--- config.mk ---
export PLATFORM = sky130hd
export DESIGN_NAME = cgpg_front
export DESIGN_NICKNAME = d
export VERILOG_FILES = /design/src/rtl/cgpg_pkg.sv /design/src/rtl/cgpg_front.sv
export SDC_FILE = /design/constraint.sdc
export NUM_CORES = 1
export LEC_CHECK = 0
export ABC_CLOCK_PERIOD_IN_PS = 2820
export BUFFER_PORTS_ARGS = -buffer_cell sky130_fd_sc_hd__clkbuf_2
export CORE_MARGIN = 2
export CORE_UTILIZATION = 28
export DETAILED_ROUTE_END_ITERATION = 12
export SLEW_MARGIN = 40
export SYNTH_ARGS = -nofsm -noshare
export SYNTH_HDL_FRONTEND = slang
export SYNTH_SLANG_ARGS = --single-unit
--- constraint.sdc ---
create_clock -name i_clk -period 2.82 [get_ports i_clk]
set_input_delay 0.141 -clock i_clk [delete_from_list [all_inputs] [get_ports i_clk]]
set_output_delay 0.141 -clock i_clk [all_outputs]
set_load 0.05 [all_outputs]
--- src/rtl/cgpg_pkg.sv ---
`default_nettype none

package cgpg_pkg;

    // Frame size
    localparam int ROWS = 1024;
    localparam int COLS = 768;

    // Position width: wide enough for either size, and never under the 10-bit index fields
    localparam int MAXD   = (ROWS > COLS) ? ROWS : COLS;
    localparam int T_W    = ($clog2(MAXD + 1) > 10) ? $clog2(MAXD + 1) : 10;
    localparam int IDX_W  = 10;

    // Blend numerator a*(n-t) + b*t stays below 256*n
    localparam int NUM_W  = 8 + T_W;

    // Constant division: multiply by ceil(2^DIV_SH / n), then one correction step
    localparam int DIV_SH = 30;
    localparam int PROD_W = NUM_W + DIV_SH;

    localparam logic [T_W-1:0]    ROWS_T    = T_W'(ROWS);
    localparam logic [T_W-1:0]    COLS_T    = T_W'(COLS);
    localparam logic [T_W-1:0]    ROW_LAST  = T_W'(ROWS - 1);
    localparam logic [T_W-1:0]    COL_LAST  = T_W'(COLS - 1);
    localparam logic [DIV_SH-1:0] ROW_RECIP = DIV_SH'((2**DIV_SH + ROWS - 1) / ROWS);
    localparam logic [DIV_SH-1:0] COL_RECIP = DIV_SH'((2**DIV_SH + COLS - 1) / COLS);

    // Queue between front and back
    localparam int QDEPTH = 4;
    localparam int QAW    = $clog2(QDEPTH);

    // Stream data widths
    localparam int S_TDATA_W = 8;
    localparam int M_TDATA_W = 48;

    typedef enum logic [1:0] {
        CFG_TOP_LEFT     = 2'd0,
        CFG_TOP_RIGHT    = 2'd1,
        CFG_BOTTOM_LEFT  = 2'd2,
        CFG_BOTTOM_RIGHT = 2'd3
    } t_cfg_idx;

    typedef struct packed {
        logic [T_W-1:0] row;
        logic [T_W-1:0] col;
        logic           first;      // column 0: latch new edge colors
        logic           col_last;   // last column: pixel is the right edge
        logic           frame_end;
    } t_pix_meta;

    typedef struct packed {
        logic [7:0] blue;
        logic [7:0] green;
        logic [7:0] red;
    } t_pixel;

    // channel 0 = red (23:16), 1 = green, 2 = blue
    function automatic logic [7:0] get_chan(logic [23:0] rgb, int c);
        return rgb[(2 - c) * 8 +: 8];
    endfunction

    // a*(n-t) + b*t
    function automatic logic [NUM_W-1:0] blend_num(logic [7:0] a, logic [7:0] b,
                                                  logic [T_W-1:0] t, logic [T_W-1:0] n);
        return NUM_W'(a) * NUM_W'(n - t) + NUM_W'(b) * NUM_W'(t);
    endfunction

    // Estimate from the reciprocal product is exact or one high; fix it up
    function automatic logic [7:0] quot_fix(logic [PROD_W-1:0] prod,
                                           logic [NUM_W-1:0] num, logic [T_W-1:0] d);
        logic [8:0]       qe;
        logic [NUM_W-1:0] back;
        qe   = prod[DIV_SH +: 9];
        back = NUM_W'(qe) * NUM_W'(d);
        if (back > num) begin
            qe = qe - 9'd1;
        end
        return qe[7:0];
    endfunction

endpackage

`default_nettype wire

--- src/rtl/cgpg_front.sv ---
`default_nettype none

// Position counters; tags each word with its row/column and pushes it to the queue
module cgpg_front (
    input  wire logic                  i_clk,
    input  wire logic                  i_rst_n,
    input  wire logic                  i_valid,
    output logic                       o_ready,
    input  wire logic                  i_restart,
    input  wire logic                  i_full,
    output logic                       o_push,
    output cgpg_pkg::t_pix_meta        o_meta
);

    logic [cgpg_pkg::T_W-1:0] r_row, n_row;
    logic [cgpg_pkg::T_W-1:0] r_col, n_col;
    logic [cgpg_pkg::T_W-1:0] w_row, w_col;

    assign o_ready = !i_full;
    assign o_push  = i_valid && !i_full;

    always_comb begin
        w_row = i_restart ? '0 : r_row;
        w_col = i_restart ? '0 : r_col;

        o_meta.row       = w_row;
        o_meta.col       = w_col;
        o_meta.first     = (w_col == '0);
        o_meta.col_last  = (w_col == cgpg_pkg::COL_LAST);
        o_meta.frame_end = (w_col == cgpg_pkg::COL_LAST) && (w_row == cgpg_pkg::ROW_LAST);

        n_row = w_row;
        n_col = w_col + 1'b1;
        if (w_col >= cgpg_pkg::COL_LAST) begin
            n_col = '0;
            n_row = (w_row >= cgpg_pkg::ROW_LAST) ? '0 : w_row + 1'b1;
        end
    end

    always_ff @(posedge i_clk) begin
        if (!i_rst_n) begin
            r_row <= '0;
            r_col <= '0;
        end else if (o_push) begin
            r_row <= n_row;
            r_col <= n_col;
        end
    end

endmodule

`default_nettype wire

==> impl_metrics.toml <==
[placed_design]
portBuffers = 31
dp_hpwl_um = 3230
gp_congestion = 0.957
pre_cts_ws_ns = 0.686
dp_cells = 301

[floorplan]
ios = 32
die_area_um2 = 6180
fp.dieH_um = 78.6
start_util = 0.286
coreArea_um2 = 5440
rows = 27
die_w_um = 78.6

[yosys]
syn_nets = 214
synth_area_leader_cell = "dfxtp_1"
synth-seq-area-share = 0.283
synth_top_area_frac = 0.283
avgSynthCellArea_um2 = 7.56
synth_area_leaders = "dfxtp_1 (28%), nor2b_1 (7.6%), nand3_1 (5.8%), nand2_1 (4.6%), a21oi_1 (3.5%)"
ys_seq_elements = 22
ys_warn_count = 0
synth-async-reset-ratio = 0
yosysMostFrequentCell = "dfxtp_1"
ys.flop_type = "dfxtp_1"
netlist_area_um2 = 1560
synth_commonest_cells = "dfxtp_1 (22), nand2_1 (19), nor2b_1 (19)"
synth_cell_types = 47
synth_edf_count = 0
syn_inst = 206

[setup_path]
cp-end-kind = "primary output"
crit_fanout = 6
arrival_ns = 2.11
cp-start-kind = "register"
path_class = "reg2out"
critPathRequiredTime_ns = 2.68

[global_routing]
grt_usage = 0.147
grt_first_pass_wirelength_um = 7360
grt_max_degree = 23
grt_pass1_vias = 1582
grt_overflow = 0
antenna_found_initial = 0

[sta]
finalSetupTns_ns = 0
hold_violations = 0
slew_viol_final = 0
setup_viol = 0
finalCriticalPeriod_ns = 2.25
fin_ws_ns = 0.570
fmax_mhz = 445
finalClockSkew_ns = 0.00180
fin_crit_sh = 0.798
relSlewSlack = 0.562
rsz0062_at_grt = "no"
tightest_slew_ns = 0.648

[clock_network]
cts_hold_buf = 0
htreeDepth = 1
root_buffer = "clkbuf_8"
cts_buffers = 3
cts_tree = "built"
ctsResizeCount = 0
cts.reportedPaths.clkPinSlew_ns = 0.08
clk_latency_ns = 0.26
cts_setup_buffers = 0
cts.sinks = 22
clockBufferDepth = 2

[route]
routed_via_density = 5.34
routedWlPerCell_um = 14.3
drt_iter0_drc = 229
firstDrtPassIters = 4
vias = 1629
drc = 0
postRouteAntennaNets = 0
wirelength_um = 4380

[power_and_ir_drop]
power.density_nw_per_um2 = 329
ir_drop_v = 0.000160
power_uw = 607
swShare = 0.257
p_leak_uw = 0.000703
p_clk_frac = 0.386
seqPwrFrac = 0.518
comb_power_share = 0.096
p_sw_uw = 156
power.internal_uw = 451

[finish]
area_growth_pct = 18.6
nNetsFinal = 242
n_fill_cell = 573
layout.cells.non_filler = 305
drive_gt1_frac = 0.197
n_antenna_cell = 0

[status]
outcome = "finished, final reports clean"

[hold_path]
hold_path_class = "in2reg"

[job]
cap_violations = 0
## worst max-delay path: stages, from the launching register on
cell and delay (ns):
dfxtp_1 0.40, nand2_1 0.13, inv_1 0.10, ha_1 0.20, nand3_1 0.25, nor4b_4 0.34, and2_1 0.16, clkbuf_2 0.27
## kinds of logic after synthesis
family	count (synthesis)	share of synthesized area
xor gates and xnor gates	3	0.0169
and+or+nand+nor	102	0.390
AOI/OAI and AO/OA	52	0.223
adders and majority gates	3	0.0241
DFF	22	0.283
buffers and inverters	24	0.0643
## sequential cells by signal (all words and copies together), names as in the netlist
register and flops:
r_col 11, r_row 11
## final timing paths
path	from	to	slack (ns)	cells after the start
max	r_col[0]$_SDFFE_PN0P_	o_meta[0]	0.57	7
min	i_rst_n	r_col[7]$_SDFFE_PN0P_	0.36	2
max reg2reg	r_row[0]$_SDFFE_PN0P_	r_row[1]$_SDFFE_PN0P_	0.68	7
min reg2reg	r_col[2]$_SDFFE_PN0P_	r_col[2]$_SDFFE_PN0P_	0.49	2
## through the flow
| stage | hold slack, ns | utilization | area [um^2] |
|---|---|---|---|
| 2_1_floorplan | 0.449 | - | 1580 |
| 3_3_place_gp | 0.473 | 0.329 | 1790 |
| 3_5_place_dp | 0.475 | 0.329 | 1790 |
| 4_1_cts | 0.348 | 0.340 | 1850 |
| 5_1_grt | 0.389 | 0.340 | 1850 |
| 6_report | 0.357 | 0.340 | 1850 |
## cell type report
type | count | area (um^2) | share of cell area
Clock buffer | 4 | 55.1 | 0.0298
Inverter | 13 | 48.8 | 0.0264
Multi-Input combinational cell | 160 | 1030 | 0.560
Sequential cell | 22 | 440 | 0.238
Tap cell | 72 | 90.1 | 0.0488
Timing Repair Buffer | 34 | 178 | 0.0962
## layout by cell type, fill, tap and decap left out, types with 3 or more instances in the layout
master | synthesis | layout
clkbuf_2 | 0 | 31
dfxtp_1 | 22 | 22
nand2_1 | 19 | 19
nor2b_1 | 19 | 18
nand3_1 | 18 | 18
inv_1 | 13 | 13
a21oi_1 | 11 | 11
nor2_1 | 8 | 8
o21ai_0 | 8 | 8
o211ai_1 | 7 | 7
nand4_1 | 5 | 5
nor3_1 | 5 | 5
and2_1 | 4 | 4
a31oi_1 | 4 | 4
o21a_1 | 4 | 4
clkbuf_8 | 0 | 4
nand2b_1 | 3 | 3
and3_1 | 3 | 3
nor4_1 | 3 | 3
o311ai_1 | 3 | 3
xnor2_1 | 3 | 3
ha_1 | 3 | 3
buf_4 | 0 | 3
## per-layer routing
metal | global-route usage | routed length, um | share of wire
met5 | 0 | 0 | 0
met4 | 0.0895 | 144 | 0.033
met3 | 0.0172 | 244 | 0.056
met2 | 0.235 | 2040 | 0.47
met1 | 0.188 | 1950 | 0.44
## power groups by stage
stage                     combinational, uW  sequential (uW)  clock (uW)
after CTS                              58.5              315         242
after global placement                 59.2              322           0
after detailed placement               58.5              322           0
after floorplan                        41.9              321           0
after global routing                   64.0              315         249
final                                  58.3              315         234
No activity file was read; power rests on OpenSTA's default activity.
