<file path="config.mk">
export PLATFORM = sky130hd
export DESIGN_NAME = cgpg_fifo
export DESIGN_NICKNAME = d
export VERILOG_FILES = /design/src/rtl/cgpg_pkg.sv /design/src/rtl/cgpg_fifo.sv
export SDC_FILE = /design/constraint.sdc
export NUM_CORES = 1
export LEC_CHECK = 0
export ABC_AREA = 1
export ABC_CLOCK_PERIOD_IN_PS = 1850
export BUFFER_PORTS_ARGS = -buffer_cell sky130_fd_sc_hd__buf_2
export CAP_MARGIN = 30
export CORE_ASPECT_RATIO = 1.4
export CORE_MARGIN = 5
export CORE_UTILIZATION = 51
export DETAILED_ROUTE_END_ITERATION = 7
export PLACE_DENSITY = 0.75
export SLEW_MARGIN = 0
export SYNTH_ARGS = -nofsm -noshare
export SYNTH_HDL_FRONTEND = slang
export SYNTH_SLANG_ARGS = --single-unit
export TNS_END_PERCENT = 50
</file>
<file path="constraint.sdc">
create_clock -name i_clk -period 1.85 [get_ports i_clk]
set_clock_uncertainty 0.2 [all_clocks]
set_input_delay 0.37 -clock i_clk [delete_from_list [all_inputs] [get_ports i_clk]]
set_output_delay 0.37 -clock i_clk [all_outputs]
set_load 0.02 [all_outputs]
</file>
<file path="src/rtl/cgpg_pkg.sv">
`default_nettype none

package cgpg_pkg;

    // Frame size
    localparam int ROWS = 1024;
    localparam int COLS = 768;

    // Position width: wide enough for either size, and never under the 10-bit index fields
    localparam int MAXD   = (ROWS > COLS) ? ROWS : COLS;
    localparam int T_W    = ($clog2(MAXD + 1) > 10) ? $clog2(MAXD + 1) : 10;
    localparam int IDX_W  = 10;

    // Blend numerator a*(n-t) + b*t stays below 256*n
    localparam int NUM_W  = 8 + T_W;

    // Constant division: multiply by ceil(2^DIV_SH / n), then one correction step
    localparam int DIV_SH = 30;
    localparam int PROD_W = NUM_W + DIV_SH;

    localparam logic [T_W-1:0]    ROWS_T    = T_W'(ROWS);
    localparam logic [T_W-1:0]    COLS_T    = T_W'(COLS);
    localparam logic [T_W-1:0]    ROW_LAST  = T_W'(ROWS - 1);
    localparam logic [T_W-1:0]    COL_LAST  = T_W'(COLS - 1);
    localparam logic [DIV_SH-1:0] ROW_RECIP = DIV_SH'((2**DIV_SH + ROWS - 1) / ROWS);
    localparam logic [DIV_SH-1:0] COL_RECIP = DIV_SH'((2**DIV_SH + COLS - 1) / COLS);

    // Queue between front and back
    localparam int QDEPTH = 4;
    localparam int QAW    = $clog2(QDEPTH);

    // Stream data widths
    localparam int S_TDATA_W = 8;
    localparam int M_TDATA_W = 48;

    typedef enum logic [1:0] {
        CFG_TOP_LEFT     = 2'd0,
        CFG_TOP_RIGHT    = 2'd1,
        CFG_BOTTOM_LEFT  = 2'd2,
        CFG_BOTTOM_RIGHT = 2'd3
    } t_cfg_idx;

    typedef struct packed {
        logic [T_W-1:0] row;
        logic [T_W-1:0] col;
        logic           first;      // column 0: latch new edge colors
        logic           col_last;   // last column: pixel is the right edge
        logic           frame_end;
    } t_pix_meta;

    typedef struct packed {
        logic [7:0] blue;
        logic [7:0] green;
        logic [7:0] red;
    } t_pixel;

    // channel 0 = red (23:16), 1 = green, 2 = blue
    function automatic logic [7:0] get_chan(logic [23:0] rgb, int c);
        return rgb[(2 - c) * 8 +: 8];
    endfunction

    // a*(n-t) + b*t
    function automatic logic [NUM_W-1:0] blend_num(logic [7:0] a, logic [7:0] b,
                                                  logic [T_W-1:0] t, logic [T_W-1:0] n);
        return NUM_W'(a) * NUM_W'(n - t) + NUM_W'(b) * NUM_W'(t);
    endfunction

    // Estimate from the reciprocal product is exact or one high; fix it up
    function automatic logic [7:0] quot_fix(logic [PROD_W-1:0] prod,
                                           logic [NUM_W-1:0] num, logic [T_W-1:0] d);
        logic [8:0]       qe;
        logic [NUM_W-1:0] back;
        qe   = prod[DIV_SH +: 9];
        back = NUM_W'(qe) * NUM_W'(d);
        if (back > num) begin
            qe = qe - 9'd1;
        end
        return qe[7:0];
    endfunction

endpackage

`default_nettype wire

</file>
<file path="src/rtl/cgpg_fifo.sv">
`default_nettype none

// Small queue of tagged words between front and back
module cgpg_fifo (
    input  wire logic                  i_clk,
    input  wire logic                  i_rst_n,
    input  wire logic                  i_push,
    input  wire cgpg_pkg::t_pix_meta   i_data,
    output logic                       o_full,
    input  wire logic                  i_pop,
    output cgpg_pkg::t_pix_meta        o_data,
    output logic                       o_empty
);

    cgpg_pkg::t_pix_meta         r_mem [cgpg_pkg::QDEPTH];
    logic [cgpg_pkg::QAW-1:0]    r_wr, r_rd;
    logic [cgpg_pkg::QAW:0]      r_cnt;
    logic                        w_do_pop;

    assign o_full   = (r_cnt == (cgpg_pkg::QAW + 1)'(cgpg_pkg::QDEPTH));
    assign o_empty  = (r_cnt == '0);
    assign o_data   = r_mem[r_rd];
    assign w_do_pop = i_pop && !o_empty;

    always_ff @(posedge i_clk) begin
        if (!i_rst_n) begin
            r_wr  <= '0;
            r_rd  <= '0;
            r_cnt <= '0;
        end else begin
            if (i_push) begin
                r_wr <= r_wr + 1'b1;
            end
            if (w_do_pop) begin
                r_rd <= r_rd + 1'b1;
            end
            case ({i_push, w_do_pop})
                2'b10:   r_cnt <= r_cnt + 1'b1;
                2'b01:   r_cnt <= r_cnt - 1'b1;
                default: r_cnt <= r_cnt;
            endcase
        end
    end

    always_ff @(posedge i_clk) begin
        if (i_push) begin
            r_mem[r_wr] <= i_data;
        end
    end

endmodule

`default_nettype wire

</file>
==> results of run 1 <==
==> synth_stat cells <==
cell	instances
nor2_1	56
ha_1	5
inv_2	1
nand2_1	15
inv_4	1
a21oi_1	5
nand3_1	3
nor3_1	1
buf_2	4
buf_6	6
o21ai_2	20
inv_1	18
fa_1	1
edfxtp_1	100
dfxtp_1	9
o22ai_1	25
o21ai_1	25
o21ai_0	9
buf_4	5
==> worst max path at each step <==
stage,start,endpoint
2_1_floorplan,r_cnt[1],r_cnt[2]
3_3_place_gp,i_pop,r_cnt[2]
3_5_place_dp,r_cnt[1],r_cnt[2]
4_1_cts,register,o_data[0]
5_1_grt,register,o_data[14]
6_report,register,o_data[23]
==> worst max-delay path, stage by stage, from the launching register on <==
cell and delay, ns:
dfxtp_4 0.41, inv_6 0.13, buf_8 0.16, nor2_1 0.05, o22ai_1 0.23, buf_4 0.19
==> kinds of logic (layout without fill, tap and decap cells) <==
| family | Yosys count | count (layout) |
|---|---|---|
| AND/OR/NAND/NOR | 75 | 75 |
| adder cells (fa/ha/maj) | 6 | 6 |
| buffers and inverters | 35 | 118 |
| flip-flops | 109 | 109 |
| AO/OA/AOI/OAI | 84 | 84 |
==> per-layer routing <==
layer  vias up  routed length, um  GRT usage, %
met5         -                  0             0
met4         0                175          10.7
met3        11                680          3.27
met2        82               4830          31.0
met1      1269               3390          22.9
li1       1283                  -             -
==> registers in the layout, indices dropped and copies added, names as in the netlist, named ones only <==
| signal | cells |
|---|---|
| r_mem | 100 |
| r_wr | 2 |
| r_rd | 2 |
| r_cnt | 3 |
==> final cells by class <==
type	instances	share of cell area [%]
Clock buffer	9	4.16
Inverter	20	1.48
Multi-Input combinational cell	165	18.3
Tap cell	102	2.36
Clock inverter	7	1.04
Timing Repair Buffer	82	13.7
Sequential cell	109	58.9
==> power by group through the flow <==
stage	sequential, mW	combinational [mW]	clock [mW]
after CTS	2.91	1.91	1.82
after global routing	2.93	2.06	1.92
final	2.91	1.92	1.79
after global placement	2.94	1.42	0
after detailed placement	2.95	1.46	0
after floorplan	2.93	0.977	0
==> what timing repair did <==
action / 4_1_cts / 5_1_grt
buffers inserted: 6 / 0
gates resized for setup: 59 / 14
endpoints found under the setup margin: 26 / 27
pin swaps: 23 / 9
cloned: 4 / 0
==> metrics, run 1 <==
Synth Area in XOR/XNOR 0%; Synth Warn # 0; static leakage 2.04 nW; iteration count of the initial detailed-routing pass 4; fin area 5410 um2; Power Total 6.62 mW; clock buffer depth 2; WP data required 1.28 ns; # DRC 0; clk_lat worst skew 0.34 ns; Internal 4.61 mW; crit share post-route 113%; total gr overflow 0; main combinational cell family by area after synthesis compound AO/OA/AOI/OAI gates; Post-Place Setup Slack -0.109 ns; placed cells 469; Worst Hold Launch i_data[14]; Rows 39; Max Clock Freq 479 MHz; initial antenna violation count 0; most frequent cells in the layout edfxtp_1, nor2_1, buf_4, buf_2, o21ai_2; Max IR drop VDD 814 uV; ANT nets after route 0; Port Buffers 55; Starting Density 52.2%; Simple-Gate Fraction of Synth Area 6.69%; FF+latch area 3190 um2; Final Non-Filler Cells 494; global-route wire length before repair 14.5 mm; via/cell ratio 5.35; DRT iter0 DRCs 257; Hold WS 0.0348 ns; reg2reg end r_cnt[2]; largest net degree at the start of global routing 26; worst min-delay path class input port to register; top cells by area, synth edfxtp_1, nor2_1, dfxtp_1; Top Ports 56; Mapped Area 4280 um2; setup slack, reg-to-reg -0.03 ns; switching part of the total 30.3%; antenna cells 0; Final Hold Fails 0; footprint of the multi-input gates 993 um2; Util after Layout 66.0%; Worst-Margin Slew 0.279 ns; RR Startpoint r_cnt[2]; commonest non-fill, non-tap cell in the layout edfxtp_1; Yosys reg bits 109; hold path endpoint r_mem[1][14]; mean routed wirelength per cell 18.4 um; status complete, but fails checks; Clk pwr share 27.0%; Syn Inst Count 309; Die Height 118 um; Final min period 2.09 ns; multiplexer share of the synthesized area 0%; Worst setup SP type register; FF-to-FF path depth 11; Cell variety after synth 19; Slew Limit Headroom 81.2%; gr usage total 18.8%; final slew viol count 0; crit-path max FO 12; worst hold path depth 1; Max Cap Viol 0; Setup CP Type register to primary output; Avg Inst Size Synth 13.9 um2; root buffer cell clkbuf_16; setup_tns -4.04 ns; core area 8200 um2; H-tree depth 3; CTS tree done; post-synthesis adder-cell area fraction 1.93%; Clk pin slew, worst setup/hold paths 0.07 ns; CTS hold repair buffers 0; CTS Sinks 109; WL final 9.08 mm; Die ar. 10,400 um2; sequential share of the synthesized area 74.3%; min setup slack post-route -0.238 ns; placed wire-length estimate 5.32 mm; DR vias 2,645; Arrival @ worst endpoint 1.52 ns; CP endpoint kind primary output; failing checks negative setup slack; compound-gate portion of the synthesized area 12.3%; vias in the first global route 2,829; Area after DPL 4770 um2; CTS buffer count 9; switching power 2.01 mW; RSZ-0062 raised after global routing yes; top-area cell type share of the netlist area 70.1%; Yosys top cell by area edfxtp_1; fin nets 422; Layout area overhead 26.4%; sequential share of power 44.0%; Syn Nets 344; Comb power frac 29.0%; die width 87.4 um; share of layout cells above drive strength 1 36.7%; final-layout fill cell count 581; final setup fails 26; Final GP Congestion 0.714; power density cells 1220 nW/um2
No activity file was read; power rests on OpenSTA's default activity.
==> run 2, diff against run 1 <==
CORE_UTILIZATION = 54   (was 51)
CTS_BUF_LIST = sky130_fd_sc_hd__clkbuf_4 sky130_fd_sc_hd__clkbuf_8   (was unset)
PLACE_DENSITY = 0.78   (was 0.75)
SKIP_LAST_GASP = 1   (was unset)
==> run 2 against run 1 <==
  * The flow still finishes with violations (negative setup slack)
  * Die area decreased by 5.0%
  * Fmax increased by 3.4%
  * Critical endpoint is now o_data[9]
  * Register-to-register slack improved by 0.04 ns
  * Wire length decreased by 5.8%
  * Clock power decreased by 27%
  * Design area decreased by 3.2%
  * Sequential power about the same
==> metrics, run 2 (synthesized netlist as in run 1, its figures left out) <==
status complete, but fails checks; failing checks negative setup slack; via/cell ratio 5.42; Arrival @ worst endpoint 1.45 ns; Worst setup SP type register; worst-path cell chain inv_8, buf_12, nor2_1, o22ai_1, buf_4; total gr overflow 0; min setup slack post-route -0.170 ns; Util after Layout 67.6%; fin nets 420; CTS hold repair buffers 0; Most Crowded Layer GR met2; Clk pin slew, worst setup/hold paths 0.09 ns; mean routed wirelength per cell 17.4 um; CTS buffer count 9; max FFs per register 100; crit-path max FO 12; M1 GR Usage 21.0%; gr usage total 18.0%; biggest regs r_mem x100, r_cnt x3; worst min-delay path class input port to register; Biggest register r_mem; H-tree depth 3; clk_lat worst skew 0.35 ns; Post-Place Setup Slack -0.0424 ns; CP endpoint kind primary output; Worst-Margin Slew 0.225 ns; WP data required 1.28 ns; Max Cap Viol 0; Hold WS 0.0192 ns; Die Height 115 um; Layout area overhead 22.4%; GR Util met2 31.2%; final setup fails 25; Power Total 5.97 mW; met3 Use GR 4.95%; crit share post-route 109%; Final Hold Fails 0; # DRC 0; footprint of the multi-input gates 980 um2; Rows 38; RSZ-0062 raised after global routing yes; static leakage 1.96 nW; share of layout cells above drive strength 1 36.4%; ANT nets after route 0; WL final 8.55 mm; initial antenna violation count 0; largest net degree at the start of global routing 26; Max Clock Freq 495 MHz; FF+latch area 3190 um2; CTS tree done; final-layout fill cell count 512; Final GP Congestion 0.738; global-route wire length before repair 13.2 mm; Die ar. 9840 um2; Top Ports 56; most frequent cells in the layout edfxtp_1, nor2_1, buf_2, buf_4, o21ai_1; core area 7750 um2; vias in the first global route 2,657; commonest non-fill, non-tap cell in the layout edfxtp_1; final slew viol count 0; root buffer cell clkbuf_8; Starting Density 55.2%; Max stage delay on crit path 0.39 ns; Final min period 2.02 ns; placed wire-length estimate 5.27 mm; Slowest-stage cell, CP dfxtp_4; Max IR drop VDD 641 uV; die width 85.3 um; Setup CP Type register to primary output; iteration count of the initial detailed-routing pass 4; Slew Limit Headroom 84.8%; CTS Sinks 109; DR vias 2,661; DRT iter0 DRCs 217; clock buffer depth 2; Port Buffers 55; power density cells 1140 nW/um2
[run 2: path summary, 6_finish.rpt]
path              start  cells past startpoint  slack (ns)            to
max            register                      5       -0.17     o_data[9]
min          i_data[12]                      1        0.02  r_mem[3][12]
max reg2reg    r_cnt[1]                     13        0.01      r_cnt[2]
min reg2reg     r_rd[1]                      2        0.31      register
[run 2: power by group]
part           switching [mW]  internal (mW)  total [mW]  leakage (nW)
logic                    1.02          0.746        1.77         0.866
registers              0.0770           2.83        2.91         0.995
clock network           0.692          0.605        1.30         0.101
total                    1.79           4.18        5.97          1.96
[run 2: cell type report]
class | count | share of cell area, %
Sequential cell | 109 | 60.9
Multi-Input combinational cell | 165 | 18.7
Clock inverter | 2 | 0.191
Tap cell | 100 | 2.39
Timing Repair Buffer | 80 | 12.8
Clock buffer | 14 | 3.32
Inverter | 20 | 1.67
Antenna cell | 1 | 0.0477
[run 2: metrics by stage]
stage               setup TNS, ns  cell area (um2)  instances
finish                      -3.00             5240        491
floorplan                       0             4280        309
global route                -5.38             5240        490
CTS                         -3.69             5150        487
detailed placement        -0.0424             4790        468
global placement                0             4790        468
[run 2: worst max-delay path, delay by kind of cell, from the launching register on]
| kind | cells | cell delay [ns] |
|---|---|---|
| buffers and inverters | 3 | 0.45 |
| DFF | 1 | 0.39 |
| and+or+nand+nor | 1 | 0.06 |
| AOI/OAI and AO/OA | 1 | 0.19 |
[run 2: timing repair]
| item | in CTS | in global routing |
|---|---|---|
| setup endpoints to repair | 26 | 28 |
| pin swaps | 4 | 6 |
| resized for setup | 45 | 21 |
| setup buffers | 1 | 3 |
| gates cloned | 2 | 0 |
| endpoints found under the hold margin | 0 | 0 |
[run 2: routing by layer]
layer	up-vias	wire length (um)
li1	1274	-
met1	1305	3250
met2	68	4710
met3	14	432
met4	0	157
met5	-	0
==> run 3, diff against run 2 <==
ABC_CLOCK_PERIOD_IN_PS = 2250   (was 1850)
CORE_UTILIZATION = 55   (was 54)
PLACE_DENSITY = 0.77   (was 0.78)
clock period = 2.25 ns   (was 1.85 ns; I/O delays follow)
==> run 3 against run 2 <==
  * The flow now finishes without violations
  * Hold slack better by 0.082 ns
  * Global-route usage is 0.44 points lower
  * Total power shrank 22%
  * Sequential cell count unchanged
  * Via count is 2.6% lower
  * Wire length is 6.4% lower
  * Clock power shrank 15%
  * Register-to-register slack gained 0.24 ns
  * Cell count decreased by 2.0%
  * Count of clock-buffer cells in the layout fell by 2
  * Non-clock buffer count down 8
  * Largest power group unchanged
==> metrics, run 3 (synthesized netlist as in run 1, its figures left out) <==
RSZ-0062 raised after global routing yes; CTS buffer count 9; Max stage delay on crit path 0.39 ns; largest net degree at the start of global routing 33; crit-path max FO 17; Max Cap Viol 0; total gr overflow 0; core area 7650 um2; Setup CP Type register to primary output; status complete, no violations; fin nets 412; Slowest-stage cell, CP dfxtp_4; share of layout cells above drive strength 1 29.1%; Comb power frac 25.2%; Port Buffers 55; Die Height 114 um; root buffer cell clkbuf_8; DR vias 2,592; placed wire-length estimate 5.35 mm; ANT nets after route 0; biggest regs r_mem x100, r_cnt x3; worst min-delay path class input port to register; power density cells 944 nW/um2; clock buffer depth 2; critical path's top delay family buffers and inverters; CTS tree done; Die ar. 9670 um2; Clk pin slew, worst setup/hold paths 0.08 ns; Max IR drop VDD 635 uV; Post-Place Setup Slack 0.276 ns; iteration count of the initial detailed-routing pass 4; clk_lat worst skew 0.36 ns; Top Ports 56; sequential share of power 51.0%; crit share post-route 96.9%; Starting Density 55.9%; max FFs per register 100; Final GP Congestion 0.773; vias in the first global route 2,586; Layout area overhead 15.7%; most frequent cells in the layout edfxtp_1, nor2_1, buf_2, o21ai_1, o22ai_1; Internal 3.29 mW; antenna cells 0; Power Total 4.67 mW; commonest non-fill, non-tap cell in the layout edfxtp_1; H-tree depth 3; Arrival @ worst endpoint 1.53 ns; Worst-Margin Slew 0.367 ns; Max Clock Freq 458 MHz; CTS Sinks 109; worst-path cell chain inv_8, buf_6, nor2_1, o22ai_1, buf_2; static leakage 1.86 nW; global-route wire length before repair 12.9 mm; switching power 1.39 mW; DRT iter0 DRCs 216; Slew Limit Headroom 75.5%; final slew viol count 0; Rows 38; footprint of the multi-input gates 908 um2; Final min period 2.18 ns; min setup slack post-route 0.0688 ns; gr usage total 17.6%; WL final 8.00 mm; Final Hold Fails 0; initial antenna violation count 0; die width 84.6 um; Clk pwr share 23.8%; FF+latch area 3190 um2; Worst setup SP type register; CP endpoint kind primary output; mean routed wirelength per cell 16.6 um; Biggest register r_mem; Buf+Inv Stages, Crit Path 3; final setup fails 0; via/cell ratio 5.39; CTS hold repair buffers 0; # DRC 0; final-layout fill cell count 557; WP data required 1.60 ns; switching part of the total 29.7%
## run 3: what timing repair did
action	in CTS	in global routing
setup endpoints to repair	12	16
gates cloned	0	0
gates resized for setup	4	13
pin swaps	0	1
buffers inserted	0	1
## run 3: metal layers
| metal | global-route usage [%] | vias up | wire, um |
|---|---|---|---|
| met5 | 0 | - | 0 |
| met4 | 6.02 | 0 | 121 |
| met3 | 5.33 | 9 | 368 |
| met2 | 30.1 | 64 | 4220 |
| met1 | 21.3 | 1262 | 3290 |
| li1 | - | 1257 | - |
## run 3: worst paths after layout
kind / startpoint / to / slack, ns / depth (start not counted)
max: register / o_data[21] / 0.07 / 5
min: i_data[13] / r_mem[0][13] / 0.10 / 1
max reg2reg: r_cnt[1] / r_cnt[2] / 0.25 / 13
min reg2reg: r_rd[1] / register / 0.31 / 2
## run 3: power groups by stage
| stage | sequential [mW] | clock (mW) | combinational (mW) |
|---|---|---|---|
| floorplan | 2.41 | 0 | 0.803 |
| global placement | 2.41 | 0 | 1.11 |
| detailed placement | 2.42 | 0 | 1.15 |
| CTS | 2.38 | 1.15 | 1.15 |
| global route | 2.39 | 1.23 | 1.30 |
| finish | 2.38 | 1.11 | 1.18 |
## run 3: cell type report
type | instances | share of cell area, %
Inverter | 20 | 1.72
Sequential cell | 109 | 64.4
Timing Repair Buffer | 72 | 9.35
Clock inverter | 3 | 0.758
Clock buffer | 12 | 2.96
Tap cell | 100 | 2.53
Multi-Input combinational cell | 165 | 18.3
## run 3: metrics by stage
step | TNS, ns | cells | hold WS, ns | cell area (um2) | util (%)
detailed placement | 0 | 465 | 0.300 | 4700 | 61.4
global placement | 0 | 465 | 0.289 | 4700 | 61.4
finish | 0 | 481 | 0.101 | 4950 | 64.7
global route | -0.000747 | 481 | 0.0674 | 4950 | 64.7
floorplan | 0 | 309 | 0.259 | 4280 | -
CTS | 0 | 480 | 0.0783 | 4900 | 64.0
## run 3: worst reg2reg max path, delay by kind of cell (launching register included)
family / cells / cell delay [ns]
simple gates: 8 / 0.53
buf+inv: 3 / 0.22
fa+ha+maj: 2 / 0.56
flops: 1 / 0.38
